### src/design/msb_first_bit_buffer_defines.svh
// assertion macros for the msb-first bit buffer
// used by the top level; needs clk and rst_n in the scope of each use
`ifndef MSB_FIRST_BIT_BUFFER_DEFINES_SVH
`define MSB_FIRST_BIT_BUFFER_DEFINES_SVH
`ifndef SYNTH
// antecedent implies consequent in the same cycle
`define MBB_ASSERT_IMP(label, ante, cons) \
  label: assert property (@(posedge clk) disable iff (!rst_n) (ante) |-> (cons)) \
    else $error("msb_first_bit_buffer check failed");
// antecedent implies consequent in the next cycle
`define MBB_ASSERT_NXT(label, ante, cons) \
  label: assert property (@(posedge clk) disable iff (!rst_n) (ante) |=> (cons)) \
    else $error("msb_first_bit_buffer check failed");
`else
`define MBB_ASSERT_IMP(label, ante, cons)
`define MBB_ASSERT_NXT(label, ante, cons)
`endif
`endif

### src/design/mbb_pkg.sv
// shared types and constants for the msb-first bit buffer
// no dependencies; used by mbb_merge, the top level and the bench
package mbb_pkg;

  localparam int CAPACITY_BYTES_DEF = 256;
  localparam logic [3:0] MAX_COUNT = 4'd8;
  localparam logic [7:0] BYTE_MSB = 8'd128;

  typedef enum logic [1:0] {
    OP_APPEND = 2'd0,
    OP_SET    = 2'd1,
    OP_CLEAR  = 2'd2,
    OP_READ   = 2'd3
  } opcode_t;

  typedef enum logic [2:0] {
    ST_CLEAR = 3'b001,
    ST_IDLE  = 3'b010,
    ST_EXEC  = 3'b100
  } state_t;

  typedef struct packed {
    opcode_t     opcode;
    logic [10:0] position;
    logic [7:0]  value;
    logic [3:0]  count;
  } in_item_t;

  typedef struct packed {
    logic [7:0]  read_value;
    logic [11:0] length_bits;
    logic        overflow;
  } out_item_t;

  // operation context handed from the control to the byte-pair merge
  typedef struct packed {
    opcode_t    opcode;
    logic [2:0] offset;
    logic [3:0] n;
    logic [7:0] value;
  } op_ctx_t;

endpackage

### src/design/mbb_bank.sv
// one byte bank: single write port, single registered read port
// depends on nothing; the top level holds an even and an odd bank
module mbb_bank #(
  parameter int DEPTH = 128,
  parameter int AW    = 7
) (
  input  logic          clk,
  input  logic          we,
  input  logic [AW-1:0] waddr,
  input  logic [7:0]    wdata,
  input  logic [AW-1:0] raddr,
  output logic [7:0]    rdata
);

  logic [7:0] mem [DEPTH];
  logic [7:0] rdata_r;

  // write port
  always_ff @(posedge clk) begin
    if (we) begin
      mem[waddr] <= wdata;
    end
  end

  // read port, registered
  always_ff @(posedge clk) begin
    rdata_r <= mem[raddr];
  end

  assign rdata = rdata_r;

endmodule

### src/design/mbb_merge.sv
// merge of one operation into a pair of adjacent bytes, msb first
// depends on mbb_pkg for the opcode and context types
module mbb_merge (
  input  mbb_pkg::op_ctx_t ctx,
  input  logic [7:0]       byte_hi,
  input  logic [7:0]       byte_lo,
  output logic [7:0]       new_hi,
  output logic [7:0]       new_lo,
  output logic [7:0]       rd_val
);

  logic [15:0] win;
  logic [15:0] ins;
  logic [15:0] bitm;
  logic [15:0] shifted;
  logic [15:0] merged;
  logic [7:0]  aligned;
  logic [3:0]  gap;

  always_comb begin
    win     = {byte_hi, byte_lo};
    gap     = mbb_pkg::MAX_COUNT - ctx.n;
    // low n bits of value moved to the top of the byte
    aligned = ctx.value << gap;
    ins     = {aligned, 8'h00} >> ctx.offset;
    bitm    = {mbb_pkg::BYTE_MSB, 8'h00} >> ctx.offset;
    shifted = win << ctx.offset;
    merged  = win;
    rd_val  = 8'h00;
    unique case (ctx.opcode)
      mbb_pkg::OP_APPEND: merged = win | ins;
      mbb_pkg::OP_SET:    merged = win | bitm;
      mbb_pkg::OP_CLEAR:  merged = win & ~bitm;
      mbb_pkg::OP_READ:   rd_val = shifted[15:8] >> gap;
      default:            merged = win;
    endcase
    new_hi = merged[15:8];
    new_lo = merged[7:0];
  end

endmodule

### src/design/msb_first_bit_buffer.sv
// msb-first bit buffer: each item passes a bank read, then a merge and write back;
// the result strobe is registered at the end of the merge state, no stall from the receiver.
// busy is high in the merge state, so a new item is not taken until the last one is merged.
// after reset a clearing pass zeroes every entry of the two byte banks
// with busy high; the append pointer resets to zero.
// depends on mbb_pkg, mbb_bank, mbb_merge and msb_first_bit_buffer_defines.svh
`include "msb_first_bit_buffer_defines.svh"
module msb_first_bit_buffer #(
  parameter int CAPACITY_BYTES = mbb_pkg::CAPACITY_BYTES_DEF
) (
  input  logic                clk,
  input  logic                rst_n,
  input  logic                start,
  input  mbb_pkg::in_item_t   in_item,
  output logic                busy,
  output logic                out_valid,
  output mbb_pkg::out_item_t  out_item
);

  localparam int CAP_BITS   = CAPACITY_BYTES * 8;
  localparam int PTR_W      = $clog2(CAP_BITS + 1);
  localparam int BIT_W      = ((PTR_W > 11) ? PTR_W : 11) + 1;
  localparam int BYTE_AW    = BIT_W - 3;
  localparam int BANK_DEPTH = (CAPACITY_BYTES + 1) / 2;
  localparam int BANK_AW    = (BANK_DEPTH > 1) ? $clog2(BANK_DEPTH) : 1;

  localparam logic [PTR_W-1:0]   CAP_PTR  = PTR_W'(CAP_BITS);
  localparam logic [BYTE_AW:0]   CAP_BYTE = (BYTE_AW + 1)'(CAPACITY_BYTES);
  localparam logic [BANK_AW-1:0] CLR_LAST = BANK_AW'(BANK_DEPTH - 1);

  mbb_pkg::state_t    state_r, state_nxt;
  logic [PTR_W-1:0]   ptr_r, ptr_nxt;
  logic [BANK_AW-1:0] clr_r, clr_nxt;
  mbb_pkg::op_ctx_t   ctx_r;
  logic               a0_odd_r;
  logic               hi_ok_r, lo_ok_r;
  logic [BANK_AW-1:0] even_idx_r, odd_idx_r;
  logic               out_valid_r;
  mbb_pkg::out_item_t out_item_r;

  logic               accept;
  logic [BIT_W-1:0]   base;
  logic [BYTE_AW-1:0] a0;
  logic [BYTE_AW:0]   a1;
  logic [BYTE_AW-1:0] half;
  logic [BYTE_AW-1:0] even_full;
  logic [BANK_AW-1:0] rd_even_idx, rd_odd_idx;
  logic [3:0]         n_in;

  logic [7:0]         rd_even, rd_odd;
  logic [7:0]         byte_hi, byte_lo;
  logic [7:0]         new_hi, new_lo, rd_val;

  logic               wr_op;
  logic               we_even, we_odd;
  logic [BANK_AW-1:0] wa_even, wa_odd;
  logic [7:0]         wd_even, wd_odd;

  logic [PTR_W-1:0]   room, n_ext, stored;
  logic               is_app, ovf;

  // accept and address decode of the incoming item
  always_comb begin
    accept      = start && (state_r == mbb_pkg::ST_IDLE);
    base        = (in_item.opcode == mbb_pkg::OP_APPEND) ? BIT_W'(ptr_r)
                                                         : BIT_W'(in_item.position);
    a0          = base[BIT_W-1:3];
    a1          = {1'b0, a0} + 1'b1;
    half        = a0 >> 1;
    even_full   = half + BYTE_AW'(a0[0]);
    rd_even_idx = even_full[BANK_AW-1:0];
    rd_odd_idx  = half[BANK_AW-1:0];
    n_in        = (in_item.count > mbb_pkg::MAX_COUNT) ? mbb_pkg::MAX_COUNT : in_item.count;
  end

  // byte pair from the banks, bytes past capacity read as zero
  always_comb begin
    byte_hi = a0_odd_r ? rd_odd : rd_even;
    byte_lo = a0_odd_r ? rd_even : rd_odd;
    if (!hi_ok_r) begin
      byte_hi = 8'h00;
    end
    if (!lo_ok_r) begin
      byte_lo = 8'h00;
    end
  end

  mbb_merge u_merge (
    .ctx     (ctx_r),
    .byte_hi (byte_hi),
    .byte_lo (byte_lo),
    .new_hi  (new_hi),
    .new_lo  (new_lo),
    .rd_val  (rd_val)
  );

  // write back, or zero fill during the clearing pass
  always_comb begin
    wr_op = (state_r == mbb_pkg::ST_EXEC) && (ctx_r.opcode != mbb_pkg::OP_READ);
    if (state_r == mbb_pkg::ST_CLEAR) begin
      we_even = 1'b1;
      we_odd  = 1'b1;
      wa_even = clr_r;
      wa_odd  = clr_r;
      wd_even = 8'h00;
      wd_odd  = 8'h00;
    end else begin
      we_even = wr_op && (a0_odd_r ? lo_ok_r : hi_ok_r);
      we_odd  = wr_op && (a0_odd_r ? hi_ok_r : lo_ok_r);
      wa_even = even_idx_r;
      wa_odd  = odd_idx_r;
      wd_even = a0_odd_r ? new_lo : new_hi;
      wd_odd  = a0_odd_r ? new_hi : new_lo;
    end
  end

  mbb_bank #(.DEPTH(BANK_DEPTH), .AW(BANK_AW)) u_bank_even (
    .clk   (clk),
    .we    (we_even),
    .waddr (wa_even),
    .wdata (wd_even),
    .raddr (rd_even_idx),
    .rdata (rd_even)
  );

  mbb_bank #(.DEPTH(BANK_DEPTH), .AW(BANK_AW)) u_bank_odd (
    .clk   (clk),
    .we    (we_odd),
    .waddr (wa_odd),
    .wdata (wd_odd),
    .raddr (rd_odd_idx),
    .rdata (rd_odd)
  );

  // append pointer and overflow
  always_comb begin
    is_app  = (ctx_r.opcode == mbb_pkg::OP_APPEND);
    room    = CAP_PTR - ptr_r;
    n_ext   = PTR_W'(ctx_r.n);
    ovf     = is_app && (n_ext > room);
    stored  = ovf ? room : n_ext;
    ptr_nxt = ptr_r;
    if ((state_r == mbb_pkg::ST_EXEC) && is_app) begin
      ptr_nxt = ptr_r + stored;
    end
  end

  // sequencer: clearing pass, idle, merge
  always_comb begin
    state_nxt = state_r;
    clr_nxt   = clr_r;
    unique case (state_r)
      mbb_pkg::ST_CLEAR: begin
        clr_nxt = clr_r + 1'b1;
        if (clr_r == CLR_LAST) begin
          state_nxt = mbb_pkg::ST_IDLE;
        end
      end
      mbb_pkg::ST_IDLE: begin
        if (accept) begin
          state_nxt = mbb_pkg::ST_EXEC;
        end
      end
      mbb_pkg::ST_EXEC: state_nxt = mbb_pkg::ST_IDLE;
      default:          state_nxt = mbb_pkg::ST_CLEAR;
    endcase
  end

  // control registers
  always_ff @(posedge clk) begin
    if (!rst_n) begin
      state_r     <= mbb_pkg::ST_CLEAR;
      clr_r       <= '0;
      ptr_r       <= '0;
      out_valid_r <= 1'b0;
    end else begin
      state_r     <= state_nxt;
      clr_r       <= clr_nxt;
      ptr_r       <= ptr_nxt;
      out_valid_r <= (state_r == mbb_pkg::ST_EXEC);
    end
  end

  // item context captured at accept
  always_ff @(posedge clk) begin
    if (accept) begin
      ctx_r.opcode <= in_item.opcode;
      ctx_r.offset <= base[2:0];
      ctx_r.n      <= n_in;
      ctx_r.value  <= in_item.value;
      a0_odd_r     <= a0[0];
      hi_ok_r      <= ({1'b0, a0} < CAP_BYTE);
      lo_ok_r      <= (a1 < CAP_BYTE);
      even_idx_r   <= rd_even_idx;
      odd_idx_r    <= rd_odd_idx;
    end
  end

  // result register
  always_ff @(posedge clk) begin
    if (state_r == mbb_pkg::ST_EXEC) begin
      out_item_r.read_value  <= rd_val;
      out_item_r.length_bits <= 12'(ptr_nxt);
      out_item_r.overflow    <= ovf;
    end
  end

  assign busy      = (state_r != mbb_pkg::ST_IDLE);
  assign out_valid = out_valid_r;
  assign out_item  = out_item_r;

  // checks
  `MBB_ASSERT_NXT(a_accept_busy, accept, busy && !out_valid)
  `MBB_ASSERT_NXT(a_exec_result, state_r == mbb_pkg::ST_EXEC, out_valid)
  `MBB_ASSERT_IMP(a_ptr_bound, 1'b1, ptr_r <= CAP_PTR)
  `MBB_ASSERT_IMP(a_ovf_full, out_valid && out_item.overflow, out_item.length_bits == 12'(CAP_PTR))

endmodule

### config.mk
export PLATFORM = sky130hd
export DESIGN_NAME = msb_first_bit_buffer
export DESIGN_NICKNAME = d
export VERILOG_FILES = /design/src/design/mbb_pkg.sv /design/src/design/mbb_bank.sv /design/src/design/mbb_merge.sv /design/src/design/msb_first_bit_buffer.sv
export VERILOG_INCLUDE_DIRS = /design/src /design/src/design
export SDC_FILE = /design/constraint.sdc
export NUM_CORES = 2
export LEC_CHECK = 0
export ABC_AREA = 0
export BUFFER_PORTS_ARGS = -buffer_cell sky130_fd_sc_hd__buf_2
export CORE_MARGIN = 1
export CORE_UTILIZATION = 45
export DETAILED_ROUTE_END_ITERATION = 6
export GPL_TIMING_DRIVEN = 1
export MAX_ROUTING_LAYER = met4
export PLACE_DENSITY_LB_ADDON = 0.08
export SLEW_MARGIN = 20
export SYNTH_ARGS = -nofsm -noshare
export SYNTH_HDL_FRONTEND = slang
export SYNTH_SLANG_ARGS = --single-unit
### constraint.sdc
create_clock -name clk -period 12.3 [get_ports clk]
set_input_delay 2.46 -clock clk [delete_from_list [all_inputs] [get_ports clk]]
set_output_delay 2.46 -clock clk [all_outputs]
set_load 0.005 [all_outputs]
==> summary.txt <==
Outcome
  – Status: finished clean

Drt
  – Post-DR wirelength/cell: 30.6 microns
  – First drt pass iteration count: 6
  – Antenna viol nets, final: 0
  – DRC Markers: 0
  – DRT iter0 DRCs: 5065
  – Vias per inst: 6.03
  – Via count: 48400
  – Final wirelength: 245000 microns

Placement
  – Placed inst area: 0.0901 sq mm
  – Port Buffers: 50
  – Placed Instances: 7621
  – DP HPWL: 148000 microns
  – Placer Congestion: 0.895

Floorplanning
  – Core area: 0.191 sq mm
  – Die Y: 441 microns
  – Initial core utilization: 0.455
  – Die area: 0.195 sq mm
  – Die Span X: 441 microns
  – I/O Pins: 51
  – # rows: 160

Setup path
  – Critical path startpoint category: primary input
  – CP required: 12990 ps
  – Crit path max fanout: 110
  – Setup CP Type: in -> reg
  – Reg-to-reg critical path startpoint: ctx_r[8]
  – Data arrival time of the critical path: 7220 ps
  – Crit path capture type: flop
  – Critical Path Source: in_item[24]

Synthesis
  – Syn_area_per_cell: 16.5 sq um
  – Synth top area share: 0.728
  – Top post-synthesis cells by area: edfxtp_1, mux4_2, nand2_1, mux2i_1, nor2_1
  – Mapped Nets: 5287
  – Distinct cell type count after synthesis: 95
  – Main flop type after synthesis: edfxtp_1
  – Ys async rst share: 0
  – Gate Count Post-Synth: 5245
  – Synth Cell Area: 0.0867 sq mm
  – Ys Warns: 0
  – Yosys reg bits: 2142
  – Post-synth EDFFs: 2103
  – Largest area contributor in the netlist: edfxtp_1
  – Post-synthesis sequential area ratio: 0.737

Clocking
  – H-tree levels: 4
  – Post-CTS sizing: 0
  – Clk_lat worst skew: 860 ps
  – Root buffer cell: clkbuf_16
  – TritonCTS Buffers: 221
  – CTS tree: built
  – Longest Clk Path Bufs: 3
  – # Post-CTS Setup Buffers: 0
  – # clock sinks: 2142
  – Post-CTS Hold Buffers: 0
  – CTS clk-pin slew, worst paths: 60 ps

Power and ir drop
  – PD cells: 160 mW/mm^2
  – Peak VDD IR: 0.000126 V
  – Int Pwr: 12100 uW
  – Static leakage: 0.0293 uW
  – Clock share of power: 0.431
  – Sw frac: 0.223
  – Comb pwr share: 0.059
  – Flop pwr share: 0.510
  – Net load switching power: 3480 uW

Run
  – Max Cap Viol: 0

Global route
  – Vias in the first global route: 47600
  – Met1 GRT Util: 0.350
  – Grt ovf: 0
  – Global-route wire length before repair: 351000 microns
  – Antenna violations before repair: 5
  – Met3 Usage GRT: 0.0378
  – Largest net degree at the start of global routing: 148
  – GRT Util Overall: 0.260
  – Met2 usage: 0.412
  – GR peak layer: met2

STA
  – Fmax: 153 MHz
  – Tcrit/Tclk final: 0.531
  – Worst-Margin Slew: 1210 ps
  – Setup_tns: 0 ps
  – Worst Hold Slack: 549 ps
  – Fin. Hold Viols: 0
  – Slew HR: 0.187
  – Setup repair after global routing missed its margin: no
  – Setup Skew: 42.6 ps
  – Tmin final: 6530 ps
  – Max Slew Vio Count: 0
  – Endpoints failing setup: 0

Final layout
  – Fillers: 15700
  – Seq. cell area: 0.0639 sq mm
  – Net count, final: 5375
  – Core Util, Final: 0.510
  – Most common library cell in the layout ignoring fill and taps: edfxtp_1
  – Most frequent cells in the layout: edfxtp_1, nand2_1, mux4_2
  – Count of non-filler cells in the finished layout: 8029
  – Final Instance Area: 0.0974 sq mm
  – Multi-input combinational cell area: 0.0216 sq mm
  – Area growth syn-to-layout: 12.2%
  – Share of layout cells above drive strength 1: 0.175

Min path
  – Hold path startpoint: state_r[2]
  – Hold crit path type: reg -> reg
==> layout make-up <==
type,count,area share
sequential,2142,0.657
multi-input combinational,2748,0.222
clock buffer,294,0.0608
tap,2511,0.0323
clock inverter,111,0.0136
timing repair buffer,184,0.0135
inverter,36,0.00152
antenna,3,0.0000771
==> critical path: stages <==
cell	delay (ps)
buf_2	390
nor3b_2	160
nor2_4	420
inv_8	230
ha_4	260
ha_4	180
xnor2_4	180
buf_12	490
buf_4	720
mux2_2	450
mux4_2	560
o32ai_1	230
a221oi_1	100
==> flip-flops by register name, summed over array words and instances, names as in the netlist, 8 cells and up <==
register / flops
u_bank_even.mem: 1024
u_bank_odd.mem: 1024
out_item: 21
ctx_r: 17
ptr_r: 12
u_bank_even.rdata: 8
u_bank_odd.rdata: 8
==> synthesized netlist by cell type (all sizes together) (78+ instances only) <==
library cell	n
nor2	321
a21oi	87
o21ai	78
nand2	772
clkbuf	151
a211oi	86
mux4	330
mux2i	150
a31oi	98
buf	168
edfxtp	2103
nand3	202
==> metrics by stage <==
stage	worst slack [ps]	power, uW
after floorplan	3090	8680
final	5770	15600
after global routing	5530	16000
after global placement	4920	9040
after detailed placement	4870	9040
after CTS	5780	15700
==> kinds of logic (layout without fill, tap and decap cells) <==
logic type,after synthesis,in the layout,synth area share
other cells,0,3,0
compound gates,607,607,0.0488
simple gates,1553,1553,0.0783
xor+xnor,29,29,0.00336
buf+inv,355,625,0.0190
flops,2142,2142,0.737
fa+ha+maj,14,14,0.00211
mux,545,545,0.111
==> routing by layer <==
layer	up-vias	wire [microns]
met1	25200	103000
met4	0	7990
met5	-	0
met2	1817	119000
met3	401	16300
li1	20900	-
==> final timing paths <==
check                                             end  cells past startpoint  slack (ps)
worst max-delay path             u_bank_even.rdata[5]                     13        5770
worst min register to register              out_valid                      1         550
worst max register to register  u_bank_odd.mem[10][4]                     11        6310
worst min-delay path                        out_valid                      1         550
==> power by group through the flow <==
stage                     logic [uW]  clock network, uW  registers, uW
after floorplan                  595                  0           8080
after global placement           926                  0           8110
after detailed placement         928                  0           8110
after CTS                        931               6820           7960
after global routing             967               7100           7960
final                            921               6730           7960
(Power assumes the default switching activity.)
